### src/rtl/core/led_matrix_scan_controller_defines.svh
// assertion macros for the led matrix scan controller
// used by rtl modules that check their own sequencing; no other dependencies
`ifndef LED_MATRIX_SCAN_CONTROLLER_DEFINES_SVH
`define LED_MATRIX_SCAN_CONTROLLER_DEFINES_SVH

`ifndef SYNTHESIS
`define LMSC_ASSERT_SAME(label, clk, rst, ante, cons) \
  label: assert property (@(posedge clk) disable iff (rst) (ante) |-> (cons)) \
    else $error("lmsc assertion failed");
`define LMSC_ASSERT_NEXT(label, clk, rst, ante, cons) \
  label: assert property (@(posedge clk) disable iff (rst) (ante) |=> (cons)) \
    else $error("lmsc assertion failed");
`else
`define LMSC_ASSERT_SAME(label, clk, rst, ante, cons)
`define LMSC_ASSERT_NEXT(label, clk, rst, ante, cons)
`endif

`endif

### src/rtl/core/lmsc_pkg.sv
// shared types and constants for the led matrix scan controller
// no dependencies
`timescale 1ns / 1ps

package lmsc_pkg;

  localparam int CMD_W    = 3;
  localparam int DIGIT_W  = 4;
  localparam int LINE_W   = 3;
  localparam int COLUMN_W = 3;
  localparam int BYTE_W   = 8;
  localparam int PERIOD_W = 16;
  localparam int ELAPSED_W = 17;

  localparam logic [BYTE_W-1:0]    LINE_MASK    = 8'hFD;
  localparam logic [PERIOD_W-1:0]  PERIOD_RESET = 16'd4000;
  localparam logic [ELAPSED_W-1:0] ELAPSED_MAX  = 17'h1FFFF;
  localparam logic [LINE_W-1:0]    LINE_NONE    = 3'd7;

  typedef enum logic [CMD_W-1:0] {
    CMD_TICK      = 3'd0,
    CMD_TOGGLE    = 3'd1,
    CMD_FILL      = 3'd2,
    CMD_APPLY     = 3'd3,
    CMD_CLEAR_ALL = 3'd4,
    CMD_APPLY_ALL = 3'd5
  } cmd_t;

  typedef enum logic [3:0] {
    ST_INIT,
    ST_IDLE,
    ST_TOG_RD,
    ST_TOG_WR,
    ST_FILL,
    ST_CLEAR,
    ST_APPLY_CHK,
    ST_APPLY_RD,
    ST_APPLY_WR,
    ST_TICK_INC,
    ST_TICK_CMP,
    ST_EMIT_RD,
    ST_EMIT_LD
  } state_t;

  typedef struct packed {
    logic inc;
    logic sub;
  } period_ctl_t;

  function automatic logic [BYTE_W-1:0] line_bit(input logic [LINE_W-1:0] line);
    logic [BYTE_W-1:0] res;
    case (line)
      3'd0:    res = 8'h01;
      3'd1:    res = 8'h80;
      3'd2:    res = 8'h40;
      3'd3:    res = 8'h20;
      3'd4:    res = 8'h10;
      3'd5:    res = 8'h08;
      3'd6:    res = 8'h04;
      default: res = 8'h00;
    endcase
    return res;
  endfunction

endpackage

### src/rtl/core/lmsc_ifs.sv
// valid/ready channel interfaces: command, scan result and period write
// depends on lmsc_pkg
`timescale 1ns / 1ps

interface lmsc_req_if;
  import lmsc_pkg::*;
  logic                valid;
  logic                ready;
  logic [CMD_W-1:0]    cmd;
  logic [DIGIT_W-1:0]  digit;
  logic [LINE_W-1:0]   line;
  logic [COLUMN_W-1:0] column;
  logic                fill_off;
  modport source (output valid, cmd, digit, line, column, fill_off, input ready);
  modport sink (input valid, cmd, digit, line, column, fill_off, output ready);
endinterface

interface lmsc_rsp_if;
  import lmsc_pkg::*;
  logic                valid;
  logic                ready;
  logic [COLUMN_W-1:0] scan_column;
  logic [DIGIT_W-1:0]  scan_digit;
  logic [BYTE_W-1:0]   line_bits;
  logic                last;
  modport source (output valid, scan_column, scan_digit, line_bits, last, input ready);
  modport sink (input valid, scan_column, scan_digit, line_bits, last, output ready);
endinterface

interface lmsc_cfg_if;
  import lmsc_pkg::*;
  logic                valid;
  logic                ready;
  logic [PERIOD_W-1:0] refresh_period;
  modport source (output valid, refresh_period, input ready);
  modport sink (input valid, refresh_period, output ready);
endinterface

### src/rtl/core/lmsc_ram.sv
// generic single write port ram with registered read
// no dependencies
`timescale 1ns / 1ps

module lmsc_ram #(
  parameter int WIDTH  = 8,
  parameter int DEPTH  = 60,
  parameter int ADDR_W = (DEPTH > 1) ? $clog2(DEPTH) : 1
) (
  input  logic              clk,
  input  logic              we,
  input  logic [ADDR_W-1:0] waddr,
  input  logic [WIDTH-1:0]  wdata,
  input  logic              re,
  input  logic [ADDR_W-1:0] raddr,
  output logic [WIDTH-1:0]  rdata
);

  logic [WIDTH-1:0] mem [DEPTH];

  always_ff @(posedge clk) begin
    if (we) begin
      mem[waddr] <= wdata;
    end
    if (re) begin
      rdata <= mem[raddr];
    end
  end

endmodule

### src/rtl/core/lmsc_period.sv
// refresh period register and elapsed tick counter with compare and subtract
// depends on lmsc_pkg and lmsc_cfg_if
`timescale 1ns / 1ps

module lmsc_period (
  input  logic                 clk,
  input  logic                 rst,
  lmsc_cfg_if.sink             cfg,
  input  lmsc_pkg::period_ctl_t ctl,
  output logic                 due
);
  import lmsc_pkg::*;

  logic [PERIOD_W-1:0]  period;
  logic [ELAPSED_W-1:0] elapsed;
  logic [ELAPSED_W-1:0] period_ext;

  assign cfg.ready  = 1'b1;
  assign period_ext = ELAPSED_W'(period);
  assign due        = elapsed > period_ext;

  always_ff @(posedge clk) begin
    if (rst) begin
      period  <= PERIOD_RESET;
      elapsed <= '0;
    end else begin
      if (cfg.valid) begin
        period <= cfg.refresh_period;
      end
      if (ctl.inc && elapsed != ELAPSED_MAX) begin
        elapsed <= elapsed + ELAPSED_W'(1);
      end else if (ctl.sub) begin
        elapsed <= elapsed - period_ext;
      end
    end
  end

endmodule

### src/rtl/core/led_matrix_scan_controller.sv
// led matrix scan controller: command sequencer over shadow and active rams
// after reset a clearing pass fills both rams at every address, ready stays low
// toggle reads then rewrites one shadow byte, fill writes all columns of one digit,
// clear all rewrites every shadow byte, apply only sets marks; tick copies marked
// digits to active, then if due sends one column, each byte held until taken
// synchronous active high reset clears control state and marks
`timescale 1ns / 1ps
`include "led_matrix_scan_controller_defines.svh"

module led_matrix_scan_controller #(
  parameter int DIGITS  = 12,
  parameter int COLUMNS = 5
) (
  input logic      clk,
  input logic      rst,
  lmsc_req_if.sink req,
  lmsc_rsp_if.source rsp,
  lmsc_cfg_if.sink cfg
);
  import lmsc_pkg::*;

  localparam int DW    = (DIGITS > 1) ? $clog2(DIGITS) : 1;
  localparam int CW    = (COLUMNS > 1) ? $clog2(COLUMNS) : 1;
  localparam int DEPTH = DIGITS * COLUMNS;
  localparam int AW    = (DEPTH > 1) ? $clog2(DEPTH) : 1;

  state_t state, state_next;

  logic [DW-1:0]     dig_cnt;
  logic [CW-1:0]     col_cnt;
  logic [CW-1:0]     cur_col;
  logic [DIGITS-1:0] pending;
  logic [LINE_W-1:0] line_sel;
  logic [BYTE_W-1:0] fill_val;
  logic              rsp_valid;

  logic [AW-1:0]     addr;
  logic              dig_last, col_last;
  logic              xfer, rsp_xfer;
  logic              tog_ok, dig_ok;
  logic              sh_we, sh_re, act_we, act_re;
  logic [BYTE_W-1:0] sh_wdata, act_wdata, sh_rdata, act_rdata;
  period_ctl_t       pctl;
  logic              due;

  assign dig_last = dig_cnt == DW'(DIGITS - 1);
  assign col_last = col_cnt == CW'(COLUMNS - 1);
  assign addr     = AW'(AW'(dig_cnt) * AW'(COLUMNS) + AW'(col_cnt));
  assign xfer     = req.valid && req.ready;
  assign rsp_xfer = rsp_valid && rsp.ready;
  assign dig_ok   = int'(req.digit) < DIGITS;
  assign tog_ok   = dig_ok && int'(req.column) < COLUMNS && req.line != LINE_NONE;
  assign rsp.valid = rsp_valid;

  lmsc_ram #(.WIDTH(BYTE_W), .DEPTH(DEPTH)) u_shadow (
    .clk   (clk),
    .we    (sh_we),
    .waddr (addr),
    .wdata (sh_wdata),
    .re    (sh_re),
    .raddr (addr),
    .rdata (sh_rdata)
  );

  lmsc_ram #(.WIDTH(BYTE_W), .DEPTH(DEPTH)) u_active (
    .clk   (clk),
    .we    (act_we),
    .waddr (addr),
    .wdata (act_wdata),
    .re    (act_re),
    .raddr (addr),
    .rdata (act_rdata)
  );

  lmsc_period u_period (
    .clk (clk),
    .rst (rst),
    .cfg (cfg),
    .ctl (pctl),
    .due (due)
  );

  // next state
  always_comb begin
    state_next = state;
    case (state)
      ST_INIT, ST_CLEAR: begin
        if (col_last && dig_last) state_next = ST_IDLE;
      end
      ST_IDLE: begin
        if (req.valid) begin
          case (cmd_t'(req.cmd))
            CMD_TICK:      state_next = ST_APPLY_CHK;
            CMD_TOGGLE:    state_next = tog_ok ? ST_TOG_RD : ST_IDLE;
            CMD_FILL:      state_next = dig_ok ? ST_FILL : ST_IDLE;
            CMD_CLEAR_ALL: state_next = ST_CLEAR;
            default:       state_next = ST_IDLE;
          endcase
        end
      end
      ST_TOG_RD:    state_next = ST_TOG_WR;
      ST_TOG_WR:    state_next = ST_IDLE;
      ST_FILL: begin
        if (col_last) state_next = ST_IDLE;
      end
      ST_APPLY_CHK: begin
        if (pending[dig_cnt]) state_next = ST_APPLY_RD;
        else if (dig_last)    state_next = ST_TICK_INC;
      end
      ST_APPLY_RD:  state_next = ST_APPLY_WR;
      ST_APPLY_WR: begin
        if (!col_last)     state_next = ST_APPLY_RD;
        else if (dig_last) state_next = ST_TICK_INC;
        else               state_next = ST_APPLY_CHK;
      end
      ST_TICK_INC:  state_next = ST_TICK_CMP;
      ST_TICK_CMP:  state_next = due ? ST_EMIT_RD : ST_IDLE;
      ST_EMIT_RD: begin
        if (!rsp_valid) state_next = ST_EMIT_LD;
      end
      ST_EMIT_LD:   state_next = dig_last ? ST_IDLE : ST_EMIT_RD;
      default:      state_next = ST_IDLE;
    endcase
  end

  // outputs
  always_comb begin
    req.ready = 1'b0;
    sh_we     = 1'b0;
    sh_re     = 1'b0;
    sh_wdata  = LINE_MASK;
    act_we    = 1'b0;
    act_re    = 1'b0;
    act_wdata = LINE_MASK;
    pctl      = '0;
    case (state)
      ST_INIT: begin
        sh_we  = 1'b1;
        act_we = 1'b1;
      end
      ST_IDLE:     req.ready = 1'b1;
      ST_CLEAR:    sh_we = 1'b1;
      ST_FILL: begin
        sh_we    = 1'b1;
        sh_wdata = fill_val;
      end
      ST_TOG_RD:   sh_re = 1'b1;
      ST_TOG_WR: begin
        sh_we    = 1'b1;
        sh_wdata = sh_rdata ^ line_bit(line_sel);
      end
      ST_APPLY_RD: sh_re = 1'b1;
      ST_APPLY_WR: begin
        act_we    = 1'b1;
        act_wdata = sh_rdata;
      end
      ST_TICK_INC: pctl.inc = 1'b1;
      ST_TICK_CMP: pctl.sub = due;
      ST_EMIT_RD:  act_re = !rsp_valid;
      default: ;
    endcase
  end

  always_ff @(posedge clk) begin
    if (rst) begin
      state   <= ST_INIT;
      dig_cnt <= '0;
      col_cnt <= '0;
      cur_col <= '0;
      pending <= '0;
    end else begin
      state <= state_next;
      case (state)
        ST_INIT, ST_CLEAR: begin
          if (col_last) begin
            col_cnt <= '0;
            dig_cnt <= dig_cnt + DW'(1);
          end else begin
            col_cnt <= col_cnt + CW'(1);
          end
        end
        ST_IDLE: begin
          if (xfer) begin
            line_sel <= req.line;
            fill_val <= req.fill_off ? LINE_MASK : '0;
            case (cmd_t'(req.cmd))
              CMD_TOGGLE: begin
                dig_cnt <= DW'(req.digit);
                col_cnt <= CW'(req.column);
              end
              CMD_FILL: begin
                dig_cnt <= DW'(req.digit);
                col_cnt <= '0;
              end
              CMD_APPLY: begin
                if (dig_ok) pending[DW'(req.digit)] <= 1'b1;
              end
              CMD_APPLY_ALL: pending <= '1;
              default: begin
                dig_cnt <= '0;
                col_cnt <= '0;
              end
            endcase
          end
        end
        ST_FILL:      col_cnt <= col_cnt + CW'(1);
        ST_APPLY_CHK: begin
          col_cnt <= '0;
          if (!pending[dig_cnt] && !dig_last) dig_cnt <= dig_cnt + DW'(1);
        end
        ST_APPLY_WR: begin
          if (col_last) begin
            col_cnt          <= '0;
            pending[dig_cnt] <= 1'b0;
            if (!dig_last) dig_cnt <= dig_cnt + DW'(1);
          end else begin
            col_cnt <= col_cnt + CW'(1);
          end
        end
        ST_TICK_CMP: begin
          dig_cnt <= '0;
          col_cnt <= cur_col;
        end
        ST_EMIT_LD: begin
          if (dig_last) begin
            cur_col <= (cur_col == CW'(COLUMNS - 1)) ? '0 : cur_col + CW'(1);
          end else begin
            dig_cnt <= dig_cnt + DW'(1);
          end
        end
        default: ;
      endcase
    end
  end

  // result register
  always_ff @(posedge clk) begin
    if (rst) begin
      rsp_valid <= 1'b0;
    end else if (state == ST_EMIT_LD) begin
      rsp_valid <= 1'b1;
    end else if (rsp_xfer) begin
      rsp_valid <= 1'b0;
    end
  end

  always_ff @(posedge clk) begin
    if (state == ST_EMIT_LD) begin
      rsp.scan_column <= COLUMN_W'(col_cnt);
      rsp.scan_digit  <= DIGIT_W'(dig_cnt);
      rsp.line_bits   <= act_rdata & LINE_MASK;
      rsp.last        <= dig_last;
    end
  end

  `LMSC_ASSERT_SAME(a_load_slot_free, clk, rst, state == ST_EMIT_LD, !rsp_valid)
  `LMSC_ASSERT_NEXT(a_tick_starts_apply, clk, rst,
    xfer && req.cmd == CMD_TICK, state == ST_APPLY_CHK)
  `LMSC_ASSERT_NEXT(a_col_advances, clk, rst,
    state == ST_EMIT_LD && dig_last && COLUMNS > 1, cur_col != $past(cur_col))
  `LMSC_ASSERT_NEXT(a_apply_clears_mark, clk, rst,
    state == ST_APPLY_WR && col_last, pending[$past(dig_cnt)] == 1'b0)

endmodule

### src/flat_wrapper.sv
// flat-port wrapper written by rule: the top's interface ports become plain ports
module led_matrix_scan_controller_flat import lmsc_pkg::*;
#(
  parameter int DIGITS  = 12,
  parameter int COLUMNS = 5
)
  (clk, rst, req_valid, req_cmd, req_digit, req_line, req_column, req_fill_off, req_ready, rsp_valid, rsp_scan_column, rsp_scan_digit, rsp_line_bits, rsp_last, rsp_ready, cfg_valid, cfg_refresh_period, cfg_ready);
  lmsc_req_if req_i ();
  lmsc_rsp_if rsp_i ();
  lmsc_cfg_if cfg_i ();
  input logic clk;
  input logic rst;
  input wire logic [$bits(req_i.valid)-1:0] req_valid;
  input wire logic [$bits(req_i.cmd)-1:0] req_cmd;
  input wire logic [$bits(req_i.digit)-1:0] req_digit;
  input wire logic [$bits(req_i.line)-1:0] req_line;
  input wire logic [$bits(req_i.column)-1:0] req_column;
  input wire logic [$bits(req_i.fill_off)-1:0] req_fill_off;
  output wire logic [$bits(req_i.ready)-1:0] req_ready;
  output wire logic [$bits(rsp_i.valid)-1:0] rsp_valid;
  output wire logic [$bits(rsp_i.scan_column)-1:0] rsp_scan_column;
  output wire logic [$bits(rsp_i.scan_digit)-1:0] rsp_scan_digit;
  output wire logic [$bits(rsp_i.line_bits)-1:0] rsp_line_bits;
  output wire logic [$bits(rsp_i.last)-1:0] rsp_last;
  input wire logic [$bits(rsp_i.ready)-1:0] rsp_ready;
  input wire logic [$bits(cfg_i.valid)-1:0] cfg_valid;
  input wire logic [$bits(cfg_i.refresh_period)-1:0] cfg_refresh_period;
  output wire logic [$bits(cfg_i.ready)-1:0] cfg_ready;
  assign req_i.valid = req_valid;
  assign req_i.cmd = req_cmd;
  assign req_i.digit = req_digit;
  assign req_i.line = req_line;
  assign req_i.column = req_column;
  assign req_i.fill_off = req_fill_off;
  assign req_ready = req_i.ready;
  assign rsp_valid = rsp_i.valid;
  assign rsp_scan_column = rsp_i.scan_column;
  assign rsp_scan_digit = rsp_i.scan_digit;
  assign rsp_line_bits = rsp_i.line_bits;
  assign rsp_last = rsp_i.last;
  assign rsp_i.ready = rsp_ready;
  assign cfg_i.valid = cfg_valid;
  assign cfg_i.refresh_period = cfg_refresh_period;
  assign cfg_ready = cfg_i.ready;
  led_matrix_scan_controller #(.DIGITS(DIGITS), .COLUMNS(COLUMNS)) u_core (.clk(clk), .rst(rst), .req(req_i), .rsp(rsp_i), .cfg(cfg_i));
endmodule
### config.mk
export PLATFORM = sky130hd
export DESIGN_NAME = led_matrix_scan_controller_flat
export DESIGN_NICKNAME = d
export VERILOG_FILES = /design/src/rtl/core/lmsc_pkg.sv /design/src/rtl/core/lmsc_ifs.sv /design/src/rtl/core/lmsc_ram.sv /design/src/rtl/core/lmsc_period.sv /design/src/rtl/core/led_matrix_scan_controller.sv /design/src/flat_wrapper.sv
export VERILOG_INCLUDE_DIRS = /design/src /design/src/rtl/core
export SDC_FILE = /design/constraint.sdc
export NUM_CORES = 1
export LEC_CHECK = 0
export BUFFER_PORTS_ARGS = -buffer_cell sky130_fd_sc_hd__buf_2
export CAP_MARGIN = 20
export CORE_MARGIN = 2
export CORE_UTILIZATION = 40
export CTS_CLUSTER_SIZE = 16
export DETAILED_ROUTE_END_ITERATION = 7
export PLACE_DENSITY_LB_ADDON = 0.25
export SYNTH_ARGS = -nofsm -noshare
export SYNTH_HDL_FRONTEND = slang
export SYNTH_HIERARCHICAL = 1
export SYNTH_SLANG_ARGS = --single-unit
### constraint.sdc
create_clock -name clk -period 6 [get_ports clk]
set_clock_uncertainty 0.15 [all_clocks]
set_input_delay 1.2 -clock clk [delete_from_list [all_inputs] [get_ports clk]]
set_output_delay 1.2 -clock clk [all_outputs]
set_load 0.02 [all_outputs]
Word-level counts from Yosys, hierarchy flattened
Memories as Yosys holds them, arrays and structs flattened. A register that Yosys moved wholly into a read port is not among the register bits.
Index checks and enable logic that the tools add are counted.
{"block": "word_totals", "reg_bits": 86, "ram_bits": 960, "inputBits": 35, "memories": 2}
{"block": "classes", "n_addsub": 6, "multipliers": 1, "order_cmp": 7, "eq_ne": 40, "n_mux": 57, "bitwise_logic": 5, "reduce_logical": 33}
{"memory": "u_core.u_active.mem", "words": 60, "width": 8, "read_ports": 1, "rd_ports_with_merged_regs": 1, "write_ports": 1, "line": "lmsc_ram.sv:19", "rtl": "logic [WIDTH-1:0] mem [DEPTH];"}
{"memory": "u_core.u_shadow.mem", "words": 60, "width": 8, "read_ports": 1, "rd_ports_with_merged_regs": 1, "write_ports": 1, "line": "lmsc_ram.sv:19"}
{"cell": "$mux W4", "n": 15}
{"cell": "$pmux W8 S7", "n": 1}
{"cell": "$pmux W12 S2", "n": 2}
{"cell": "$pmux W4 S11", "n": 1}
{"cell": "$mux W12", "n": 3}
{"cell": "$mux W17", "n": 2}
{"cell": "$eq A4 B4 Y1 const B", "n": 6}
{"cell": "$mux W8", "n": 3}
{"cell": "$pmux W4 S6", "n": 1}
{"cell": "$eq A3 B3 Y1 const B", "n": 7}
{"cell": "$add A17 B1 Y17 const B", "n": 1}
{"cell": "$gt A17 B16 Y1", "n": 1}
{"cell": "$ne A17 B17 Y1 const B", "n": 1}
{"cell": "$sub A17 B16 Y17", "n": 1}
{"cell": "$eq A4 B3 Y1 const B", "n": 4}
{"cell": "$mux W1", "n": 16}
{"cell": "$pmux W4 S4", "n": 1}
{"cell": "$pmux W8 S2", "n": 1}
{"cell": "$pmux W3 S5", "n": 1}
{"cell": "$and A12 B12 Y12", "n": 1}
{"cell": "$eq A3 B2 Y1 const B", "n": 4}
{"cell": "$mux W3", "n": 4}
{"cell": "$ne A2 B1 Y1 const B", "n": 6}
{"cell": "$not A12 Y12", "n": 1}
{"cell": "37 further kinds", "n": 65}

Depth between registers and ports, before layout
{"block": "logic_depth", "depth_word": 9, "ltp_mapped": 14}

Cells and area by module
Netlist, hierarchy kept.
{"module": "lmsc_ram", "instances": 2, "cells_each": 925, "area_each_um2": 19319.8, "seq_area_each_um2": 14654.1}
{"module": "led_matrix_scan_controller", "instances": 1, "cells_each": 368, "area_each_um2": 3184.3, "seq_area_each_um2": 1111.1}
{"module": "lmsc_period", "instances": 1, "cells_each": 302, "area_each_um2": 2389.8, "seq_area_each_um2": 660.6}

Worst setup path after synthesis
Ideal clock, no wire load.
{"block": "synth_timing", "kind": "flip-flop to flip-flop", "startpoint": "reg u_core.state[1]", "endpoint": "mem u_core.u_shadow.mem[0][4], data pin", "t_arrival_ns": 3.838, "t_required_ns": 5.179, "path_slack_ns": 1.342, "path_stages_with_launch": 6, "synth_period_minus_slack_ns": 4.658, "path_cell_list": "dfxtp_1 -> clkbuf_1 -> buf_2 -> buf_1 -> nand3b_1 -> o21ai_0"}
{"block": "synth_via", "elab_chain_len": 2}
{"item": "from (decl)", "line": "led_matrix_scan_controller.sv:27", "rtl": "state_t state, state_next;"}
{"item": "from (signal assigned)", "line": "led_matrix_scan_controller.sv:172", "rtl": "state <= state_next;"}
{"item": "$eq A4 B2 Y1 / $eq A4 B3 Y1 (equally long branches)", "line": "led_matrix_scan_controller.sv:136", "rtl": "case (state)"}
{"item": "$pmux W8 S2 (*)", "line": "led_matrix_scan_controller.sv:136"}
{"item": "via u_core.sh_wdata[4]", "line": "led_matrix_scan_controller.sv:42", "rtl": "logic [BYTE_W-1:0] sh_wdata, act_wdata, sh_rdata, act_rdata;"}
{"item": "to (decl)", "line": "lmsc_ram.sv:19"}
Mark *: on every way through the listed nets, which the timed path passes. The rest lies on a longest branch.

Worst setup path in the final report
{"block": "layout_timing", "startpoint": "reg u_core.dig_cnt[0]", "endpoint": "mem u_core.u_active.mem[36][5], enable pin"}
{"block": "layout_via", "elab_chain_len": 2}
{"item": "from (decl)", "line": "led_matrix_scan_controller.sv:29", "rtl": "logic [DW-1:0] dig_cnt;"}
{"item": "from (signal assigned)", "line": "led_matrix_scan_controller.sv:177", "rtl": "dig_cnt <= dig_cnt + DW'(1);"}
{"item": "from (signal assigned)", "line": "led_matrix_scan_controller.sv:188", "rtl": "dig_cnt <= DW'(req.digit);"}
{"item": "from (signal assigned)", "line": "led_matrix_scan_controller.sv:192", "rtl": "dig_cnt <= DW'(req.digit);"}
{"item": "$mul A4 B3 Y6", "line": "led_matrix_scan_controller.sv:48", "rtl": "assign addr = AW'(AW'(dig_cnt) * AW'(COLUMNS) + AW'(col_cnt));"}
{"item": "$add A6 B3 Y6", "line": "led_matrix_scan_controller.sv:48"}
{"item": "via u_core.addr[2]", "line": "led_matrix_scan_controller.sv:37", "rtl": "logic [AW-1:0] addr;"}
{"item": "to (decl)", "line": "lmsc_ram.sv:19"}
The timed path passes the listed nets, and every way through them passes these cells.

==> results by stage <==
Drt:
- Across all layers, the routed design uses 21100 vias.
- The detailed-routing iteration count for the pre-antenna-repair pass is 5.
- The overall routed net length is 90300 µm.
- The per-cell via count in the routed design is 5.64.
- The first routing iteration left 1873 violations.
- Dividing the detail-routed wire length by the instance count gives 24.2 µm.
- Once detail routing completed, the nets flagged for antenna violations numbered 0.
- The number of remaining DRC errors is 0.

Critical path:
- The critical path start-end classification is flop to flop.
- The largest single stage delay on the critical path is 1.53 ns.
- The worst path buffer plus inverter count is 1.
- The worst setup path is captured at a flop.
- The dominant delay contributor by cell family on the critical path is adder cells.
- The endpoint required time on the critical path is 6.11 ns.
- The cell seen most often among critical-path stages is sky130_fd_sc_hd__ha_1.
- Traced cell by cell, the critical path runs through ha_1, ha_1, fa_4, buf_4, nand4_1, nor3_1.
- The startpoint kind of the worst setup timing path is a flop.
- For the worst setup path, the data arrival time is 4.95 ns.
- The largest individual stage delay along the critical path comes from the cell sky130_fd_sc_hd__fa_4.
- Along the worst path, the maximum fanout reaches 60.

CTS:
- TritonCTS created 98 clock buffers.
- The tree built by TritonCTS fans out to 933 sinks.
- The tree is rooted in a sky130_fd_sc_hd__clkbuf_16.
- Clock-pin slew was measured on the worst setup and hold paths at 0.06 ns.
- The clock insertion delay at the later pin of the skew report is 0.67 ns.
- The number of buffers between clock root and the deepest sink is 3.
- After clock tree synthesis, the repair step resized 0 gates.
- The CTS tree is done.
- After clock tree synthesis, the setup repair step added 0 buffers.
- The clock tree synthesis step divided the H-tree into 3 levels.
- After clock tree synthesis, the flow added hold-fix buffers numbering 0.

Min path:
- The worst hold path class is flop to flop.

Cells and area:
- The most common cell after layout, fill and taps aside is sky130_fd_sc_hd__edfxtp_1.
- The net count of the finished layout is 2456.
- The top cell types in the final layout, fill and taps aside, are 873 x sky130_fd_sc_hd__edfxtp_1, 204 x sky130_fd_sc_hd__nor2_1, 152 x sky130_fd_sc_hd__mux4_2.
- The repair_antennas step left the layout with diodes totalling 0.
- The area growth from synthesis to layout is 12.1%.
- The share of final-layout standard cells stronger than drive strength 1 is 21.4%.
- The cell area after layout is 44400 µm².

Floorplan:
- For this configuration, the core starts out at a cell density of 40.3%.
- The placeable core region is 98300 µm².
- The area enclosed by the die boundary is 101000 µm².
- The die is 319 µm wide.
- The number of placed I/O pins is 54.
- The die outline height is 319 µm.
- The site row count is 115.

Place:
- Summed over all nets, the half-perimeter wirelength after detailed placement is 57100 µm.
- The final weighted congestion in routability-driven placement is 0.837.
- The cell area after placement is 41100 µm².
- The number of buffer cells added on primary ports is 51.

STA:
- The final period utilization is 80.7%.
- The max-slew violation total from the final report is 0.
- The worst slew slack as a fraction of its limit is 29.5%.
- For this run, the top clock speed supported by timing is 0.207 GHz.
- Setup repair after global routing left no endpoint under its margin.
- The total of endpoints with negative setup slack in the final report is 0.
- The worst path needs 4.84 ns of the cycle, external delays included.
- The final setup TNS is 0 ns.
- The number of endpoints with negative hold slack in the final report is 0.
- The slew at the pin closest to its max-slew limit is 1.05 ns.

Yosys:
- The cell area that synthesis handed to floorplanning was 39600 µm².
- In the synthesized netlist, the number of instances is 2325.
- When the netlist entered floorplanning its net count stood at 2399.
- The number of warning messages in the yosys log is 6.
- Averaged over all synthesized cells, the footprint is 17.0 µm².

Status:
- The flow ran to the end, and the final reports show no timing, DRC or antenna violations.

Global route:
- The number of global-route vias before repair is 21500.
- The first-pass GRT wire length is 137000 µm.
- Global routing consumed, over all layers together, 17.8% of the routing resources.
- The residual overflow from global routing is 0.
- Entering global routing, the biggest net connects 70 pins.
- The number of antenna violations at the first check in global routing is 0.

Power:
- Across the VDD grid, the largest voltage drop is 0.000347 V.
- The power per cell area is 389 nW/µm².
- The leakage power is 15.1 nW.

Flow run:
- The number of max-cap violations is 0.
[path summary, 6_finish.rpt]
| path | cells past startpoint | start | endpoint | slack, ns |
|---|---|---|---|---|
| max | 6 | u_core/dig_cnt[0]$_SDFFE_PP0P_ | u_core/u_active/mem[36][5]$_DFFE_PP_ | 1.16 |
| max reg2reg | 6 | u_core/dig_cnt[0]$_SDFFE_PP0P_ | u_core/u_active/mem[36][5]$_DFFE_PP_ | 1.16 |
| min | 0 | u_core/u_active/rdata[0]$_DFFE_PP_ | u_core/rsp.line_bits[0]$_DFFE_PP_ | 0.30 |
| min reg2reg | 0 | u_core/u_active/rdata[0]$_DFFE_PP_ | u_core/rsp.line_bits[0]$_DFFE_PP_ | 0.30 |
[worst reg2reg max path, delay by kind of cell (launching register included)]
kind	cells	cell delay (ns)
adder cells (fa/ha/maj)	3	2.18
AND/OR/NAND/NOR	2	1.12
flip-flops	1	0.61
buffers and inverters	1	0.39
[routing by layer]
metal | global-route usage [%] | vias to the layer above | wire length [µm]
li1 | - | 9429 | -
met1 | 24.5 | 10900 | 39300
met2 | 28.9 | 670 | 43700
met3 | 3.17 | 132 | 5200
met4 | 5.16 | 0 | 2130
met5 | 0 | - | 0
[metrics by stage]
step | util, % | instances | worst slack [ns] | total power, mW | hold WS [ns]
final | 45.2 | 3738 | 1.16 | 17.3 | 0.299
after global routing | 45.2 | 3738 | 0.861 | 17.9 | 0.313
after CTS | 45.1 | 3734 | 1.06 | 17.4 | 0.293
after detailed placement | 41.8 | 3565 | 1.10 | 11.3 | 0.281
after global placement | 41.8 | 3564 | 1.25 | 11.2 | 0.317
after floorplan | - | 2325 | 1.36 | 10.3 | 0.250
[cell type report]
| cell class | instances | area, µm² |
|---|---|---|
| clock buffer | 115 | 2530 |
| clock inverter | 54 | 734 |
| fill | 8386 | 53900 |
| tap | 1287 | 1610 |
| multi-input combinational | 1220 | 11300 |
| sequential | 933 | 27400 |
| timing repair buffer | 95 | 666 |
| inverter | 34 | 128 |
[registers in the layout (all words and copies together), names as in the netlist]
| name | flops |
|---|---|
| u_core/col_cnt | 3 |
| u_core/cur_col | 3 |
| u_core/dig_cnt | 4 |
| u_core/fill_val | 1 |
| u_core/line_sel | 3 |
| u_core/pending | 12 |
| u_core/rsp.last | 1 |
| u_core/rsp.line_bits | 7 |
| u_core/rsp.scan_column | 3 |
| u_core/rsp.scan_digit | 4 |
| u_core/rsp.valid | 1 |
| u_core/state | 4 |
| u_core/u_active/mem | 420 |
| u_core/u_active/rdata | 7 |
| u_core/u_period/elapsed | 17 |
| u_core/u_period/period | 16 |
| u_core/u_shadow/mem | 420 |
| u_core/u_shadow/rdata | 7 |
[where the power goes]
part,switching [mW],internal (mW)
Sequential,0.0765,7.32
Combinational,2.24,1.45
Clock,2.47,3.69
Power figures use the tool's default switching activity.
